$ cat src/rtl/core/rotary_move_supervisor_top_defines.svh
// assertion macros for the rotary move supervisor
// used by rotary_move_supervisor_top; needs clk_i and rst_ni in scope
`ifndef ROTARY_MOVE_SUPERVISOR_TOP_DEFINES_SVH
`define ROTARY_MOVE_SUPERVISOR_TOP_DEFINES_SVH

// same-cycle implication, sampled on clk_i, off while in reset
`define RMS_ASSERT_IMPL(label, ante, cons) \
  label: assert property (@(posedge clk_i) disable iff (!rst_ni) (ante) |-> (cons)) \
    else $error("rotary move supervisor check failed");

// next-cycle implication, sampled on clk_i, off while in reset
`define RMS_ASSERT_NEXT(label, ante, cons) \
  label: assert property (@(posedge clk_i) disable iff (!rst_ni) (ante) |=> (cons)) \
    else $error("rotary move supervisor check failed");

`endif

$ cat src/rtl/core/rms_pkg.sv
// shared types and constants for the rotary move supervisor
// no dependencies
package rms_pkg;

  localparam int unsigned STEPS_PER_CIRCLE = 4096;
  localparam int unsigned HALF_CIRCLE      = STEPS_PER_CIRCLE / 2;

  localparam logic [7:0] STALL_THRESHOLD_RESET = 8'd10;
  localparam logic [7:0] UNCHANGED_MAX         = 8'hFF;

  // register map: one bit of word index
  localparam int unsigned PADDR_W = 3;
  localparam logic        REG_STALL_THRESHOLD = 1'b0;

  typedef enum logic [1:0] {
    OP_ZERO = 2'd0,
    OP_MOVE = 2'd1,
    OP_POLL = 2'd2,
    OP_STOP = 2'd3
  } rms_op_e;

  typedef enum logic [2:0] {
    EV_NONE    = 3'd0,
    EV_MOVE    = 3'd1,
    EV_UPDATE  = 3'd2,
    EV_ARRIVED = 3'd3,
    EV_STALLED = 3'd4
  } rms_event_e;

  typedef struct packed {
    rms_event_e        event_res;
    logic signed [15:0] drive_target;
    logic signed [15:0] relative_position;
    logic              keep_polling;
  } rms_result_t;

endpackage

$ cat src/rtl/core/rotary_move_supervisor_top.sv
// top level of the rotary move supervisor
// depends on rms_pkg, rms_core, rms_skid and rotary_move_supervisor_top_defines.svh
//
//  channel | handshake             | payload
//  --------+-----------------------+-----------------------------------------------
//  input   | in_valid_i/in_stall_o | operation_i, position_i, target_steps_i
//  result  | out_valid_o/out_stall_i | event_res_o, drive_target_o,
//          |                       | relative_position_o, keep_polling_o
//  config  | psel/penable/pwrite   | paddr, pwdata, prdata (pready tied high)
//
// one transaction per cycle while in_stall_o is low: each accepted item's result
// is registered, set by a single pass of compare/add logic in rms_core
// a skid register lets one more transaction in while the output is stalled;
// in_stall_o rises only when both output and skid entries are held
// reset is asynchronous, active low; it clears the core state and the valid flags
// of the result buffer and sets the stall threshold to ten
`include "rotary_move_supervisor_top_defines.svh"

module rotary_move_supervisor_top import rms_pkg::*; (
  input  logic               clk_i,
  input  logic               rst_ni,
  // input channel
  input  logic               in_valid_i,
  output logic               in_stall_o,
  input  logic [1:0]         operation_i,
  input  logic signed [15:0] position_i,
  input  logic signed [15:0] target_steps_i,
  // result channel
  output logic               out_valid_o,
  input  logic               out_stall_i,
  output logic [2:0]         event_res_o,
  output logic signed [15:0] drive_target_o,
  output logic signed [15:0] relative_position_o,
  output logic               keep_polling_o,
  // configuration port
  input  logic               psel,
  input  logic               penable,
  input  logic               pwrite,
  input  logic [PADDR_W-1:0] paddr,
  input  logic [31:0]        pwdata,
  output logic [31:0]        prdata,
  output logic               pready
);

  logic        accept;
  logic        buf_full;
  rms_result_t result;
  rms_result_t out_data;
  logic [7:0]  thr_q;
  logic        cfg_wr;
  logic        reg_idx;

  // ---- configuration register ----
  assign pready  = 1'b1;
  assign reg_idx = paddr[PADDR_W-1];
  assign cfg_wr  = psel && penable && pwrite;

  always_ff @(posedge clk_i or negedge rst_ni) begin
    if (!rst_ni) begin
      thr_q <= STALL_THRESHOLD_RESET;
    end else if (cfg_wr && (reg_idx == REG_STALL_THRESHOLD)) begin
      thr_q <= pwdata[7:0];
    end
  end

  // reads return the threshold, anything else reads as zero
  assign prdata = (reg_idx == REG_STALL_THRESHOLD) ? {24'd0, thr_q} : 32'd0;

  // ---- transaction acceptance ----
  // buffer full is the only reason to hold off the source
  assign in_stall_o = buf_full;
  assign accept     = in_valid_i && !buf_full;

  // state and result logic; state updates at the accepting edge
  rms_core u_core (
    .clk_i             (clk_i),
    .rst_ni            (rst_ni),
    .accept_i          (accept),
    .operation_i       (operation_i),
    .position_i        (position_i),
    .target_steps_i    (target_steps_i),
    .stall_threshold_i (thr_q),
    .result_o          (result)
  );

  // output register with skid entry
  rms_skid u_skid (
    .clk_i       (clk_i),
    .rst_ni      (rst_ni),
    .push_i      (accept),
    .push_data_i (result),
    .full_o      (buf_full),
    .out_valid_o (out_valid_o),
    .out_stall_i (out_stall_i),
    .out_data_o  (out_data)
  );

  assign event_res_o         = out_data.event_res;
  assign drive_target_o      = out_data.drive_target;
  assign relative_position_o = out_data.relative_position;
  assign keep_polling_o      = out_data.keep_polling;

  // ---- checks ----
  // the skid entry is only ever occupied behind a held output
  `RMS_ASSERT_IMPL(a_skid_behind_out, in_stall_o, out_valid_o)
  // a drive target appears only with a move result
  `RMS_ASSERT_IMPL(a_drive_only_on_move,
      out_valid_o && (event_res_o != EV_MOVE), drive_target_o == 16'sd0)
  // a move result always leaves the move running
  `RMS_ASSERT_IMPL(a_move_keeps_polling,
      out_valid_o && (event_res_o == EV_MOVE), keep_polling_o)
  // arrival or stall always ends the move
  `RMS_ASSERT_IMPL(a_end_stops_polling,
      out_valid_o && ((event_res_o == EV_ARRIVED) || (event_res_o == EV_STALLED)),
      !keep_polling_o)

endmodule

$ cat src/rtl/core/rms_core.sv
// move supervision state and per-transaction result logic
// depends on rms_pkg
module rms_core import rms_pkg::*; (
  input  logic               clk_i,
  input  logic               rst_ni,
  input  logic               accept_i,
  input  logic [1:0]         operation_i,
  input  logic signed [15:0] position_i,
  input  logic signed [15:0] target_steps_i,
  input  logic [7:0]         stall_threshold_i,
  output rms_result_t        result_o
);

  localparam logic signed [17:0] CIRCLE = 18'(STEPS_PER_CIRCLE);
  localparam logic signed [17:0] HALF   = 18'(HALF_CIRCLE);

  logic [15:0] ref_q, ref_d;
  logic [15:0] origin_q, origin_d;
  logic [15:0] dist_q, dist_d;
  logic [15:0] last_q, last_d;
  logic [7:0]  cnt_q, cnt_d;
  logic        active_q, active_d;

  rms_op_e            op;
  logic signed [15:0] dest0;
  logic signed [17:0] mv_diff;
  logic signed [17:0] mv_dest;
  logic signed [15:0] poll_dest;
  logic signed [17:0] poll_diff;
  logic               forward;
  logic               arrived;
  logic [7:0]         cnt_upd;

  assign op = rms_op_e'(operation_i);

  // move target, shorter way round
  assign dest0   = target_steps_i + $signed(ref_q);
  assign mv_diff = 18'(dest0) - 18'(position_i);

  always_comb begin
    if (mv_diff < -HALF) begin
      mv_dest = 18'(dest0) + CIRCLE;
    end else if (mv_diff > HALF) begin
      mv_dest = 18'(dest0) - CIRCLE;
    end else begin
      mv_dest = 18'(dest0);
    end
  end

  // poll arrival test
  assign poll_dest = $signed(origin_q + dist_q);
  assign forward   = $signed(dist_q) > 16'sd0;
  assign poll_diff = 18'(position_i) - 18'(poll_dest);
  assign arrived   = forward ? (poll_diff >= 18'sd0) : (poll_diff <= 18'sd0);

  always_comb begin
    if (last_q != position_i) begin
      cnt_upd = '0;
    end else if (cnt_q < UNCHANGED_MAX) begin
      cnt_upd = cnt_q + 8'd1;
    end else begin
      cnt_upd = cnt_q;
    end
  end

  always_comb begin
    ref_d    = ref_q;
    origin_d = origin_q;
    dist_d   = dist_q;
    last_d   = last_q;
    cnt_d    = cnt_q;
    active_d = active_q;
    result_o.event_res         = EV_NONE;
    result_o.drive_target      = '0;
    result_o.relative_position = '0;
    case (op)
      OP_ZERO: begin
        ref_d    = position_i;
        origin_d = position_i;
        dist_d   = '0;
      end
      OP_MOVE: begin
        origin_d = position_i;
        dist_d   = 16'(mv_dest - 18'(position_i));
        active_d = 1'b1;
        result_o.event_res    = EV_MOVE;
        result_o.drive_target = 16'(mv_dest);
      end
      OP_POLL: begin
        if (active_q) begin
          if (arrived) begin
            active_d = 1'b0;
            result_o.event_res = EV_ARRIVED;
          end else begin
            last_d = position_i;
            if (cnt_upd < stall_threshold_i) begin
              cnt_d = cnt_upd;
              result_o.event_res         = EV_UPDATE;
              result_o.relative_position = position_i - $signed(ref_q);
            end else begin
              cnt_d    = '0;
              active_d = 1'b0;
              result_o.event_res = EV_STALLED;
            end
          end
        end
      end
      OP_STOP: begin
        active_d = 1'b0;
      end
      default: begin
        active_d = active_q;
      end
    endcase
    result_o.keep_polling = active_d;
  end

  always_ff @(posedge clk_i or negedge rst_ni) begin
    if (!rst_ni) begin
      ref_q    <= '0;
      origin_q <= '0;
      dist_q   <= '0;
      last_q   <= '0;
      cnt_q    <= '0;
      active_q <= 1'b0;
    end else if (accept_i) begin
      ref_q    <= ref_d;
      origin_q <= origin_d;
      dist_q   <= dist_d;
      last_q   <= last_d;
      cnt_q    <= cnt_d;
      active_q <= active_d;
    end
  end

endmodule

$ cat src/rtl/core/rms_skid.sv
// two-entry result buffer: output register plus skid register
// depends on rms_pkg
module rms_skid import rms_pkg::*; (
  input  logic        clk_i,
  input  logic        rst_ni,
  input  logic        push_i,
  input  rms_result_t push_data_i,
  output logic        full_o,
  output logic        out_valid_o,
  input  logic        out_stall_i,
  output rms_result_t out_data_o
);

  logic        out_valid_q, out_valid_d;
  logic        skid_valid_q, skid_valid_d;
  rms_result_t out_q, out_d;
  rms_result_t skid_q, skid_d;
  logic        pop;

  assign pop = out_valid_q && !out_stall_i;

  always_comb begin
    out_valid_d  = out_valid_q;
    skid_valid_d = skid_valid_q;
    out_d        = out_q;
    skid_d       = skid_q;
    if (!out_valid_q || pop) begin
      if (skid_valid_q) begin
        out_d        = skid_q;
        out_valid_d  = 1'b1;
        skid_d       = push_data_i;
        skid_valid_d = push_i;
      end else begin
        out_d       = push_data_i;
        out_valid_d = push_i;
      end
    end else if (push_i) begin
      skid_d       = push_data_i;
      skid_valid_d = 1'b1;
    end
  end

  always_ff @(posedge clk_i or negedge rst_ni) begin
    if (!rst_ni) begin
      out_valid_q  <= 1'b0;
      skid_valid_q <= 1'b0;
    end else begin
      out_valid_q  <= out_valid_d;
      skid_valid_q <= skid_valid_d;
    end
  end

  always_ff @(posedge clk_i) begin
    out_q  <= out_d;
    skid_q <= skid_d;
  end

  assign full_o      = skid_valid_q;
  assign out_valid_o = out_valid_q;
  assign out_data_o  = out_q;

endmodule
$ cat config.mk
export PLATFORM = sky130hd
export DESIGN_NAME = rotary_move_supervisor_top
export DESIGN_NICKNAME = d
export VERILOG_FILES = /design/src/rtl/core/rms_pkg.sv /design/src/rtl/core/rotary_move_supervisor_top.sv /design/src/rtl/core/rms_core.sv /design/src/rtl/core/rms_skid.sv
export VERILOG_INCLUDE_DIRS = /design/src /design/src/rtl/core
export SDC_FILE = /design/constraint.sdc
export NUM_CORES = 1
export LEC_CHECK = 0
export BUFFER_PORTS_ARGS = -buffer_cell sky130_fd_sc_hd__buf_2
export CORE_MARGIN = 2
export CORE_UTILIZATION = 53
export CTS_CLUSTER_DIAMETER = 30
export CTS_CLUSTER_SIZE = 24
export DETAILED_ROUTE_END_ITERATION = 8
export PLACE_DENSITY = 0.76
export SYNTH_ARGS = -nofsm -noshare
export SYNTH_HDL_FRONTEND = slang
export SYNTH_SLANG_ARGS = --single-unit
$ cat constraint.sdc
create_clock -name clk_i -period 5.2 [get_ports clk_i]
set_input_delay 0.26 -clock clk_i [delete_from_list [all_inputs] [get_ports clk_i]]
set_output_delay 0.26 -clock clk_i [all_outputs]
set_load 0.02 [all_outputs]
After elaboration in Yosys (flattened, before gate mapping)
Index checks and enable logic that the tools add are counted.
{"block": "classes", "reduce_logical": 18, "magnitude_cmp": 7, "bitwise": 2, "mux": 29, "eq_ne": 5, "addsub": 9}
{"op": "$mux 36", "count": 4}
{"op": "$mux 16", "count": 7}
{"op": "$sub 16x16->17", "count": 2}
{"op": "$add 16x16->16", "count": 2}
{"op": "$mux 8", "count": 4}
{"op": "$pmux 16 s2", "count": 1}
{"op": "$sub 16x16->16", "count": 2}
{"op": "$ge 18x1->1 const B", "count": 1}
{"op": "$gt 18x13->1 const B", "count": 1}
{"op": "$le 18x1->1 const B", "count": 1}
{"op": "$lt 18x12->1 const B", "count": 1}
{"op": "$add 16x14->16 const B", "count": 1}
{"op": "$gt 16x1->1 const B", "count": 1}
{"op": "$ne 16x16->1", "count": 1}
{"op": "$sub 16x14->16 const B", "count": 1}
{"op": "$mux 3", "count": 3}
{"op": "$add 8x1->8 const B", "count": 1}
{"op": "$lt 8x8->1", "count": 1}
{"op": "$lt 8x8->1 const B", "count": 1}
{"op": "$mux 1", "count": 8}
{"op": "$reduce_and 2->1", "count": 4}
{"op": "$pmux 3 s2", "count": 1}
{"op": "$logic_and 1x1->1", "count": 5}
{"op": "$eq 2x2->1 const B", "count": 2}
{"op": "10 further kinds", "count": 14}
{"block": "word_totals", "output_inout_bits": 71, "reg_bits": 155, "wordCells": 87, "inputBits": 76}

Logic depth before layout (Yosys ltp)
{"block": "depth", "depth_word": 10, "depth_mapped": 28}

Modules after synthesis
Synthesis repeated with hierarchy kept, for this count alone.
{"block": "hier_totals", "cells_unflattened": 1047, "area_unflattened_um2": 10436.3}
{"mod": "rms_core", "cells_per_inst": 874, "seq_area_each_um2": 1826.8, "area_per_inst_um2": 7130.6, "n_inst": 1}
{"mod": "rms_skid", "cells_per_inst": 120, "seq_area_each_um2": 2212.1, "area_per_inst_um2": 2717.6, "n_inst": 1}
{"mod": "rotary_move_supervisor_top", "cells_per_inst": 53, "seq_area_each_um2": 202.7, "area_per_inst_um2": 588.1, "n_inst": 1}

Worst setup path after synthesis
OpenSTA, ideal clock, no wires.
{"block": "synth_timing", "path_type": "reg2reg", "from": "reg u_core.ref_q[0]", "to": "reg u_core.dist_q[15]", "path_slack_ns": -0.390, "required_time_ns": 5.079, "stages_incl_launch_ff": 27, "period_less_slack_ns": 5.590, "arrival_time_ns": 5.470, "n_path_buf": 0, "setup_time_ns": 0.121, "cell_sequence": "dfrtp_1 > ha_1 > inv_1 > fa_1 > nor2b_1 > o31ai_1 > a211oi_1 > o31ai_1 > nand2b_1 > a21oi_1 > xnor2_1 > ha_1 > a21o_1 > a21oi_1 > o211ai_1 > a211o_1 > or4b_4 > and2_4 > nor2_1 > xnor2_1 > ha_1 > a31oi_1 > o21bai_1 > a21oi_1 > xnor2_1 > xnor3_1 > a22o_1"}
{"block": "synth_via", "elab_chain_cells": 7, "word_cells_on_any_way": 10}
{"element": "from (decl)", "line": "rms_core.sv:17", "text": "logic [15:0] ref_q, ref_d;"}
{"element": "from (signal assigned)", "line": "rms_core.sv:127", "text": "ref_q <= ref_d;"}
{"element": "$add 16x16->16 (*)", "line": "rms_core.sv:37", "text": "assign dest0 = target_steps_i + $signed(ref_q);"}
{"element": "$sub 16x16->17", "line": "rms_core.sv:38", "text": "assign mv_diff = 18'(dest0) - 18'(position_i);"}
{"element": "$gt 18x13->1", "line": "rms_core.sv:43", "text": "end else if (mv_diff > HALF) begin"}
{"element": "$mux 16", "line": "rms_core.sv:43"}
{"element": "$mux 16 (*)", "line": "rms_core.sv:41", "text": "if (mv_diff < -HALF) begin"}
{"element": "$sub 16x16->16 (*)", "line": "rms_core.sv:84", "text": "dist_d = 16'(mv_dest - 18'(position_i));"}
{"element": "$pmux 16 s2 (*)", "line": "rms_core.sv:76", "text": "case (op)"}
{"element": "to (signal assigned)", "line": "rms_core.sv:129", "text": "dist_q <= dist_d;"}
{"element": "to (decl)", "line": "rms_core.sv:19", "text": "logic [15:0] dist_q, dist_d;"}
Every way passes the cells marked *; elsewhere a longest branch is shown, timed or not.
A chain may end at the register's enable or synchronous reset.

Worst setup path in the final report
Ends and elaborated chain as after synthesis.

==> results.yml <==
outcome:
  status: "finished with violations"
  failed_checks: "setup timing"
finish:
  drive_gt1_share_pct: 28.9
  area_growth_pct: 24.5
  n_fill_cell: 1451
  final_nets: 1435
  design_area_um2: 13100
power_and_ir_drop:
  power_leakage_nw: 6.03
  p_total_mw: 7.11
  netSwitchingFraction_pct: 40.2
  pwr-share-clk_pct: 17.4
  cellPowerDensity_nw_per_um2: 545
  p_int_mw: 4.25
  irDropWorstVdd_mv: 0.318
  pwr-share-comb_pct: 58.2
  pwr-share-seq_pct: 24.3
  power.net_switching_mw: 2.85
synthesis:
  synth.avg_cell_area_um2: 9.87
  syn_inst: 1063
  ys.flop_type: "dfrtp_1"
  ys_seq_area_share_pct: 40.4
  synth_top_area_cell: "edfxtp_1"
  synth_xor_area_share_pct: 6.73
  synthArstFlopShare_pct: 53.5
  ys_top_cells_by_area: "edfxtp_1, dfrtp_1, ha_1"
  synth_top_family_by_area: "compound AO/OA/AOI/OAI gates"
  synth_common_cells: "nand2_1, ha_1, dfrtp_1"
  yosysMostFrequentCell: "nand2_1"
  synth_top_area_share_pct: 20.6
  synth-simple-area-share_pct: 14.4
  synth_compound_area_share_pct: 16.3
  synth_fa_ha_area_share_pct: 11.9
  ys_seq_elements: 155
  synth_edf_count: 72
  synthMuxAreaShare_pct: 5.03
  netlist_area_um2: 10500
  synth.distinct_cells: 73
  yosys_warnings: 0
routing:
  antenna_left: 0
  vias_per_cell: 5.62
  num_vias: 8660
  first_pass_iters: 5
  drt_iter0_drc: 455
  wl_per_cell_um: 17.2
  wirelength_um: 26400
  drc_errors: 0
clock_tree:
  cts.path.max_buffers: 2
  cts_tree: "done"
  cts_root_buf: "clkbuf_16"
  clk_pin_slew_ns: 0.07
  clk_latency_ns: 0.44
  cts_made_buffers: 17
  cts_max_level: 4
  clock_sinks: 155
  cts_hold_buf: 0
placed_design:
  gp_congestion: 0.905
  hpwl_um: 18900
  dp_slack_ns: -0.355
  port_buffers: 95
  place_area_um2: 12000
timing:
  finalHoldViolations: 0
  drv_slew: 0
  setup_viol: 3
  worst_slew_pin_slew_ns: 1.11
  slew_headroom_pct: 25.9
  fin_crit_sh_pct: 110
  finalWorstSetupSlack_ns: -0.508
  skew_ns: 0.0124
  max_freq_mhz: 175
  grt_setup_unrepaired: "yes"
  min_period_ns: 5.71
  whs_ns: 0.0329
  finalSetupTns_ns: -0.867
worst_setup_path:
  worst_ep_required_time_ns: 5.52
  crit_fanout: 4
  cp.arrival_ns: 6.02
  start_kind: "flop"
  end_kind: "flop"
  rrSetupSlack_ns: -0.51
  crit_type: "reg2reg"
global_route:
  grt_pass1_vias: 8053
  grt_start_max_net_pins: 84
  grt_pass1_wl_um: 39900
  antenna_found_initial: 1
  track_usage_pct: 24.8
  overflow: 0
job:
  max_cap_violations: 0
worst_hold_path:
  hold_class: "in2async"
floorplanning:
  chipWidth_um: 145
  dieArea_um2: 20900
  io_pins: 147
  row_count: 51
  die_height_um: 145
  initial_core_util_pct: 53.9
  coreArea_um2: 19500
[power by group through the flow]
stage               Clock [mW]  Sequential [mW]  Combinational (mW)
detailed placement           0             1.75                3.54
CTS                       1.25             1.73                3.62
global route              1.30             1.76                4.51
floorplan                    0             1.78                2.36
finish                    1.24             1.73                4.14
global placement             0             1.74                3.45
[through the flow]
stage	std cells	util, %
2_1_floorplan	1086	-
3_3_place_gp	1489	61.7
3_5_place_dp	1489	61.7
4_1_cts	1525	64.9
5_1_grt	1541	67.1
6_report	1541	67.1
[layout make-up]
class / count / area (um2) / area share, %
multi-input cells: 815 / 6250 / 47.9
flip-flops and latches: 155 / 4240 / 32.5
repair buffers: 210 / 1410 / 10.8
clock buffers: 17 / 425 / 3.26
well taps: 265 / 332 / 2.54
inverters: 63 / 236 / 1.81
clock inverters: 15 / 154 / 1.18
diodes: 1 / 2.50 / 0.0192
[path summary, 6_finish.rpt]
path                                      from                  end  cells past startpoint
max                            u_core.ref_q[0]    u_core.dist_q[15]                     26
min                                     rst_ni             thr_q[0]                      1
max reg2reg                    u_core.ref_q[0]    u_core.dist_q[15]                     26
min reg2reg                u_core.origin_q[11]  u_core.origin_q[11]                      2
max in group asynchronous               rst_ni        u_skid.full_o                      1
min in group clk_i                   pwdata[2]             thr_q[2]                      2
[per-layer routing]
metal | part of all wire [%] | wire, um | track usage, % | vias up
li1 | - | - | - | 4192
met1 | 43 | 11500 | 32.8 | 4143
met2 | 48 | 12800 | 41.3 | 277
met3 | 5.5 | 1460 | 4.94 | 48
met4 | 2.6 | 697 | 7.87 | 0
met5 | 0 | 0 | 0 | -
[what timing repair did]
action	4_1_cts	5_1_grt
pin swaps	11	34
resized for setup	4	51
setup endpoints to repair	30	70
setup buffers	4	14
cloned	0	2
[logic make-up after synthesis]
kind of cell | count (synthesis)
compound gates | 259
xor+xnor | 79
fa+ha+maj | 97
buf+inv | 116
flops | 155
mux | 47
other cells | 2
simple gates | 308
[critical path, cell delays in order (launching register included)]
cell and delay (ns):
dfrtp_1 0.35, ha_2 0.19, inv_2 0.04, fa_2 0.42
nor2b_4 0.17, o31a_1 0.18, o21a_1 0.19, nor2_4 0.05
xnor2_2 0.21, ha_4 0.26, buf_6 0.12, a211oi_4 0.25
a31o_2 0.27, nand4_1 0.19, a31oi_1 0.27, xnor2_1 0.14
or4b_4 0.52, and2_4 0.19, nor2_4 0.11, xnor2_2 0.10
ha_1 0.37, a31oi_4 0.22, o21bai_4 0.07, a21oi_2 0.13
xnor2_1 0.14, xnor3_1 0.24, a22o_1 0.20
[registers in the layout (all words and copies together), names as in the netlist, 8 cells and up]
register / flops
thr_q: 8
u_core.cnt_q: 8
u_core.dist_q: 16
u_core.last_q: 16
u_core.origin_q: 16
u_core.ref_q: 16
u_skid.out_data_o: 36
u_skid.skid_q: 36
[cells in the final DEF, fill, tap and decap left out, drive strengths merged, types with 7 or more instances in the layout]
cell type | netlist | layout
nor4 | 11 | 11
nand2 | 99 | 99
ha | 93 | 93
buf | 30 | 208
a31oi | 9 | 9
o21bai | 7 | 7
nand4 | 9 | 9
edfxtp | 72 | 72
and2 | 20 | 20
nand2b | 15 | 15
mux2 | 46 | 46
xnor2 | 38 | 38
o21a | 13 | 13
a21oi | 55 | 55
nor3 | 28 | 28
xor2 | 40 | 40
nand3 | 11 | 11
dfrtp | 81 | 81
nor2 | 69 | 69
inv | 63 | 71
o31ai | 23 | 23
a22o | 10 | 10
conb | 2 | 25
clkbuf | 23 | 19
o21ai | 71 | 71
a21o | 27 | 27
nor2b | 17 | 17
(Power assumes the default switching activity.)
